===== config.mk =====
export PLATFORM = sky130hd
export DESIGN_NAME = tbbrs_div1000
export DESIGN_NICKNAME = d
export VERILOG_FILES = /design/src/tbbrs_pkg.sv /design/src/tbbrs_div1000.sv
export VERILOG_INCLUDE_DIRS = /design/src /design/src/src
export SDC_FILE = /design/constraint.sdc
export NUM_CORES = 1
export LEC_CHECK = 0
export BUFFER_PORTS_ARGS = -buffer_cell sky130_fd_sc_hd__buf_2
export CAP_MARGIN = 20
export CORE_MARGIN = 2
export CORE_UTILIZATION = 45
export DETAILED_ROUTE_END_ITERATION = 10
export GPL_ROUTABILITY_DRIVEN = 0
export PLACE_DENSITY = 0.63
export SYNTH_ARGS = -nofsm -noshare
export SYNTH_HDL_FRONTEND = slang
export SYNTH_SLANG_ARGS = --single-unit

===== constraint.sdc =====
create_clock -name clk_i -period 7.1 [get_ports clk_i]
set_input_delay 0.71 -clock clk_i [delete_from_list [all_inputs] [get_ports clk_i]]
set_output_delay 0.71 -clock clk_i [all_outputs]
set_load 0.03 [all_outputs]

===== src/token_bucket_bit_rate_shaper_macros.svh =====
// Assertion macros shared by the token bucket shaper RTL.
// No dependencies; define ASSERT_OFF to compile the checks out.
`ifndef TOKEN_BUCKET_BIT_RATE_SHAPER_MACROS_SVH
`define TOKEN_BUCKET_BIT_RATE_SHAPER_MACROS_SVH
`ifndef ASSERT_OFF
// Check a property on every rising edge outside reset.
`define TBBRS_ASSERT(lbl, clk, rstn, prop) \
  lbl: assert property (@(posedge clk) disable iff (!rstn) (prop)) \
    else $error("tbbrs assertion failed");
// Check that a condition never holds on a rising edge outside reset.
`define TBBRS_ASSERT_NEVER(lbl, clk, rstn, cond) \
  lbl: assert property (@(posedge clk) disable iff (!rstn) (!(cond))) \
    else $error("tbbrs forbidden condition seen");
`else
`define TBBRS_ASSERT(lbl, clk, rstn, prop)
`define TBBRS_ASSERT_NEVER(lbl, clk, rstn, cond)
`endif
`endif


===== src/tbbrs_pkg.sv =====
// Shared types and constants of the token bucket bit-rate shaper.
// No dependencies; used by the channel interfaces and all RTL modules.
package tbbrs_pkg;

  // Field widths
  localparam int unsigned MODE_W     = 2;
  localparam int unsigned TICK_W     = 64;
  localparam int unsigned RATE_W     = 32;
  localparam int unsigned CREDIT_W   = 64;
  localparam int unsigned ELAPSED_W  = 32;
  // Largest positive credit is max_rate * 1000 millibits, below 2^42
  localparam int unsigned DIVIDEND_W = 42;

  // Millibits per bit
  localparam logic [9:0] MILLI = 10'd1000;

  // Divide by 1000 as a shift by 3 and an exact divide by 125
  localparam int unsigned PRE_SHIFT    = 3;
  localparam logic [6:0]  DIV_ODD      = 7'd125;
  localparam int unsigned LO_DIGIT_W   = 20;
  localparam int unsigned HI_DIGIT_W   = DIVIDEND_W - PRE_SHIFT - LO_DIGIT_W;
  localparam int unsigned RECIP_HI_SH  = 26;
  localparam logic [19:0] RECIP_HI     = 20'd536871;
  localparam int unsigned RECIP_LO_SH  = 34;
  localparam logic [27:0] RECIP_LO     = 28'd137438954;

  localparam logic signed [CREDIT_W-1:0] CREDIT_MIN = {1'b1, {(CREDIT_W-1){1'b0}}};

  typedef enum logic [MODE_W-1:0] {
    MODE_QUERY   = 2'd0,
    MODE_CONSUME = 2'd1,
    MODE_RESTART = 2'd2
  } mode_e;

endpackage


===== src/tbbrs_div1000.sv =====
// Two-stage pipelined divide of the positive credit by 1000 (millibits to bits).
// Depends on tbbrs_pkg and the shaper assertion macros.
`include "token_bucket_bit_rate_shaper_macros.svh"

module tbbrs_div1000 import tbbrs_pkg::*; (
  input  logic                  clk_i,
  input  logic                  rst_ni,
  input  logic                  in_valid_i,
  output logic                  in_ready_o,
  input  logic [DIVIDEND_W-1:0] dividend_i,
  output logic                  out_valid_o,
  input  logic                  out_ready_i,
  output logic [RATE_W-1:0]     quotient_o
);

  localparam int unsigned REM_W     = 7;
  localparam int unsigned QH_W      = HI_DIGIT_W - REM_W + 1;
  localparam int unsigned HI_PROD_W = HI_DIGIT_W + 20;
  localparam int unsigned LOW_W     = REM_W + LO_DIGIT_W;
  localparam int unsigned LO_PROD_W = LOW_W + 28;

  logic [HI_DIGIT_W-1:0] xh;
  logic [LO_DIGIT_W-1:0] xl;
  logic [HI_PROD_W-1:0]  prod_hi;
  logic [QH_W-1:0]       qh;
  logic [HI_DIGIT_W-1:0] rem_full;
  logic [LOW_W-1:0]      low_d;
  logic [LO_PROD_W-1:0]  prod_lo;
  logic [LO_DIGIT_W-1:0] ql;
  logic [RATE_W-1:0]     quot_d;
  logic [LOW_W-1:0]      lo_back;
  logic [LOW_W-1:0]      lo_rem;

  logic                  v1_q;
  logic [QH_W-1:0]       qh_q;
  logic [LOW_W-1:0]      low_q;
  logic                  vo_q;
  logic [RATE_W-1:0]     quot_q;
  logic                  ready_o_stage;
  logic                  ready_1_stage;

  // High digit: floor(xh / 125) by reciprocal, remainder by multiply and subtract
  assign xh       = dividend_i[DIVIDEND_W-1 -: HI_DIGIT_W];
  assign xl       = dividend_i[PRE_SHIFT +: LO_DIGIT_W];
  assign prod_hi  = HI_PROD_W'(xh) * HI_PROD_W'(RECIP_HI);
  assign qh       = prod_hi[RECIP_HI_SH +: QH_W];
  assign rem_full = xh - HI_DIGIT_W'(HI_DIGIT_W'(qh) * HI_DIGIT_W'(DIV_ODD));
  assign low_d    = {rem_full[REM_W-1:0], xl};

  // Low digit: floor(low / 125) by reciprocal, then join the digits
  assign prod_lo = LO_PROD_W'(low_q) * LO_PROD_W'(RECIP_LO);
  assign ql      = prod_lo[RECIP_LO_SH +: LO_DIGIT_W];
  assign quot_d  = RATE_W'({qh_q, ql});

  // Low digit times the divisor and what is left over
  assign lo_back = LOW_W'(LOW_W'(ql) * LOW_W'(DIV_ODD));
  assign lo_rem  = low_q - lo_back;

  // Each stage loads when empty or when its content moves on
  assign ready_o_stage = !vo_q || out_ready_i;
  assign ready_1_stage = !v1_q || ready_o_stage;
  assign in_ready_o    = ready_1_stage;
  assign out_valid_o   = vo_q;
  assign quotient_o    = quot_q;

  always_ff @(posedge clk_i or negedge rst_ni) begin
    if (!rst_ni) begin
      v1_q <= 1'b0;
      vo_q <= 1'b0;
    end else begin
      if (ready_1_stage) begin
        v1_q <= in_valid_i;
      end
      if (ready_o_stage) begin
        vo_q <= v1_q;
      end
    end
  end

  // Payload stages, no reset
  always_ff @(posedge clk_i) begin
    if (ready_1_stage && in_valid_i) begin
      qh_q  <= qh;
      low_q <= low_d;
    end
    if (ready_o_stage && v1_q) begin
      quot_q <= quot_d;
    end
  end

  `TBBRS_ASSERT_NEVER(a_hi_rem_range, clk_i, rst_ni, in_valid_i && (rem_full >= HI_DIGIT_W'(DIV_ODD)))
  `TBBRS_ASSERT(a_lo_digit_exact, clk_i, rst_ni, v1_q |-> ((lo_back <= low_q) && (lo_rem < LOW_W'(DIV_ODD))))
  `TBBRS_ASSERT(a_out_from_stage1, clk_i, rst_ni, $rose(vo_q) |-> $past(v1_q))

endmodule


==> out/summary.md <==
The run gives 3 as the final setup violation count. Number of I/O pins: 80. The transition time at the pin with the least slew margin is 0.874 ns, and the worst-case clock skew is 0.00646 ns. For this run, the total global-route usage over all layers was measured as 21.3%.

The via count of the first global-routing pass was 13,340; the total clock sinks was 73. The post-synthesis adder-cell area fraction is 65.6%, and the number of distinct library cells after synthesis is 53. The run finished, with violations left. The first global-routing pass estimated 68.9 mm of wire. The per-cell via count in the routed design is 4.99, and the die width is 206 microns. The final layout contains routed wiring with a total length of 42.4 mm. The shortest clock period the worst path allows after layout is 7.78 ns, and the floorplan row count is 74.

After the first detailed-routing iteration, the DRC count stood at 544. For the amount of wire on met3 after detailed routing, the log shows 2.22 mm. Along the worst path, the maximum fanout reaches 3. The die covers 42,600 sq um. Worst hold slack across all endpoints: 0.118 ns. Post-route worst setup slack: -0.679 ns. The remaining antenna violation count was 0. The detailed router put a total of 19.0 mm of wire on met1.

At the end of the flow, the number of nets in the layout was 2,740. Summed over all nets, wire length on met2 after detailed routing comes to 20.3 mm. Once the floorplan was initialized, standard cells occupied 45.3% of the core. Leaving out fill and tap cells, the most frequent cells in the layout are sky130_fd_sc_hd__inv_1, sky130_fd_sc_hd__ha_1, sky130_fd_sc_hd__fa_1. For this run the aggregate overflow at the end of global routing stands at 0. After floorplanning, the core was sized to cover 40,600 sq um. For this run, the detailed router's first-pass iteration total came to 8.

Entering global routing, the biggest net connects 40 pins. Uppermost layer routed: met4. The cell with the largest stage delay on the worst path was sky130_fd_sc_hd__fa_1. In the routed design, unresolved DRC markers number 0.

The proportion of register bits with asynchronous set or reset after synthesis is 2.74%, and the clock insertion delay at the later pin of the skew report is 0.36 ns. The checks that failed: negative setup slack. TritonCTS built the clock tree. In the synthesized netlist, the number of instances is 1,721. For the cell area after layout, the log shows 20,800 sq um.

STA classifies the critical path endpoint as a register. The placed standard-cell area is 20,300 sq um, and the number of levels the H-tree was split into is 3. The critical path is of the primary input to register type. The number of synthesis warnings is 0.

The total inserted antenna cells is 0, and the number of register bits inferred by synthesis is 73. At the worst endpoint, the required time is 7.21 ns. In this run, post-CTS hold repair placed 0 buffers. The die is 206 microns tall. Measured against its own limit, the worst slew margin works out to 41.7%. The part of the Yosys area used for sequential elements was 11.9%. In this run the deepest clock path goes through 2 buffers. The tools report the final number of hold-violating endpoints as 0. The detail-routed net length per standard cell is 17.3 microns, and the number of buffers created by CTS is 9.

Summing the areas of all compound-gate instances in the mapped netlist gives 5.64% of the synthesized area. Most common library cell in the layout ignoring fill and taps: sky130_fd_sc_hd__inv_1. The clock input transition at the sequential cells of the worst setup and hold paths came out at 0.06 ns. The run gives 18,400 sq um as the post-synth design cell area. Data arrives at the worst endpoint at 7.89 ns. The number of synthesized flops with an enable pin was 71; the synthesized netlist net count was 2,544.

Derived from the worst setup path, the maximum achievable clock frequency is 0.129 GHz. For the number of max-cap violations, the log shows 0. Of the available clock period, the critical path in the final layout requires 110%.

HPWL after detailed placement: 38.1 mm. The most numerous cell type found on the critical path is sky130_fd_sc_hd__fa_1. Multiplexer cells account for 0.0544% of the synthesized area.

Summing the areas of all xor and xnor instances in the mapped netlist gives 2.40% of the synthesized area. The nature of the critical path startpoint is a primary input. Setup repair after global routing could not meet its margin everywhere.

Synthesized area per cell: 10.7 sq um. The main combinational cell family by area after synthesis is adder cells. Of the cells placed in the final design, the portion with a size suffix greater than 1 is 12.7%. The end-of-flow core utilization was 51.3%; the total of buffers placed on input and output ports was 76.

The detailed router placed 12,252 vias in this run. The initial antenna violation count was 0. The delay of the slowest cell on the worst path is 0.53 ns.

The tools report the number of max-slew violations in the final report as 0. The most used flip-flop cell after synthesis is sky130_fd_sc_hd__edfxtp_1. Clock tree synthesis selected as its root buffer the cell sky130_fd_sc_hd__clkbuf_16. The worst hold path belongs to the class primary input to async pin.

The area overhead of the layout relative to synthesis is 13.1%. The share of synthesized cell area in and, or, nand and nor gates works out to 3.28%.
==> worst max-delay path: cells and delay by family <==
| family | cells | cell delay, ns |
|---|---|---|
| compound gates | 4 | 0.51 |
| xor+xnor | 4 | 0.69 |
| buf+inv | 7 | 0.50 |
| simple gates | 3 | 0.51 |
| fa+ha+maj | 12 | 4.96 |
==> what timing repair did <==
action / 4_1_cts / 5_1_grt
hold endpoints to repair: 0 / 0
gates resized for setup: 24 / 14
cloned: 0 / 0
pin swaps: 14 / 6
buffers inserted: 6 / 1
setup endpoints to repair: 3 / 5
==> path summary, 6_finish.rpt <==
path,to,slack (ns),from,cells after the start
setup / recovery,low_q[26],-0.68,dividend_i[39],30
hold / removal,out_valid_o,0.12,rst_ni,1
setup reg to reg,quotient_o[19],0.53,low_q[11],19
hold reg to reg,quotient_o[23],0.42,qh_q[3],0
max in group asynchronous,v1_q,6.89,rst_ni,1
min in group clk_i,quotient_o[23],0.42,qh_q[3],0
==> cells by family (layout without fill, tap and decap cells) <==
family | count (synthesis) | after routing
buffers and inverters | 550 | 751
adder cells (fa/ha/maj) | 777 | 777
XOR/XNOR | 48 | 48
AO/OA/AOI/OAI | 155 | 155
multiplexers | 1 | 1
AND/OR/NAND/NOR | 117 | 117
flip-flops | 73 | 73
==> metrics by stage <==
step | std cells | setup WS, ns | TNS (ns)
floorplan | 1721 | -0.761 | -1.02
global placement | 2430 | -1.16 | -2.55
detailed placement | 2430 | -1.33 | -3.24
CTS | 2452 | -0.662 | -1.19
global route | 2454 | -0.910 | -1.98
finish | 2454 | -0.679 | -1.29
==> final cells by class <==
class / instances / area, sq um
Fill cell: 3619 / 19800
Multi-Input combinational cell: 1098 / 14400
Sequential cell: 73 / 2180
Inverter: 545 / 2050
Timing Repair Buffer: 190 / 1290
Tap cell: 532 / 666
Clock buffer: 9 / 225
Clock inverter: 7 / 53.8
==> sequential cells by signal, summed over array words and instances (netlist names) <==
| signal | count |
|---|---|
| low_q | 27 |
| out_valid_o | 1 |
| qh_q | 12 |
| quotient_o | 32 |
| v1_q | 1 |
==> synth_stat cells, types with 3 or more instances <==
cell | number | area share [%]
sky130_fd_sc_hd__a211oi_1 | 7 | 0.29
sky130_fd_sc_hd__a21o_1 | 26 | 1.1
sky130_fd_sc_hd__a21oi_1 | 47 | 1.3
sky130_fd_sc_hd__a31oi_1 | 8 | 0.27
sky130_fd_sc_hd__a41oi_1 | 3 | 0.14
sky130_fd_sc_hd__and2_1 | 5 | 0.17
sky130_fd_sc_hd__and3_1 | 3 | 0.10
sky130_fd_sc_hd__clkbuf_1 | 4 | 0.082
sky130_fd_sc_hd__edfxtp_1 | 71 | 12
sky130_fd_sc_hd__fa_1 | 313 | 34
sky130_fd_sc_hd__ha_1 | 464 | 32
sky130_fd_sc_hd__inv_1 | 545 | 11
sky130_fd_sc_hd__nand2_1 | 32 | 0.65
sky130_fd_sc_hd__nand2b_1 | 8 | 0.27
sky130_fd_sc_hd__nand3_1 | 8 | 0.22
sky130_fd_sc_hd__nand3b_1 | 3 | 0.12
sky130_fd_sc_hd__nand4_1 | 11 | 0.37
sky130_fd_sc_hd__nor2_1 | 18 | 0.37
sky130_fd_sc_hd__nor2b_1 | 9 | 0.31
sky130_fd_sc_hd__nor3_1 | 9 | 0.24
sky130_fd_sc_hd__nor4_1 | 4 | 0.14
sky130_fd_sc_hd__o211ai_1 | 5 | 0.20
sky130_fd_sc_hd__o21a_1 | 9 | 0.37
sky130_fd_sc_hd__o21ai_0 | 17 | 0.46
sky130_fd_sc_hd__o21ai_1 | 6 | 0.16
sky130_fd_sc_hd__o21bai_1 | 7 | 0.29
sky130_fd_sc_hd__or2_2 | 3 | 0.10
sky130_fd_sc_hd__xnor2_1 | 31 | 1.5
sky130_fd_sc_hd__xor2_1 | 15 | 0.71
==> metal layers <==
| metal | GRT usage [%] | vias up |
|---|---|---|
| li1 | - | 5836 |
| met1 | 28.8 | 6091 |
| met2 | 35.8 | 274 |
| met3 | 3.75 | 51 |
| met4 | 4.87 | 0 |
| met5 | 0 | - |
Power is not shown: default switching activity piles up to over one toggle a cycle in this logic, so the estimate is an artifact.
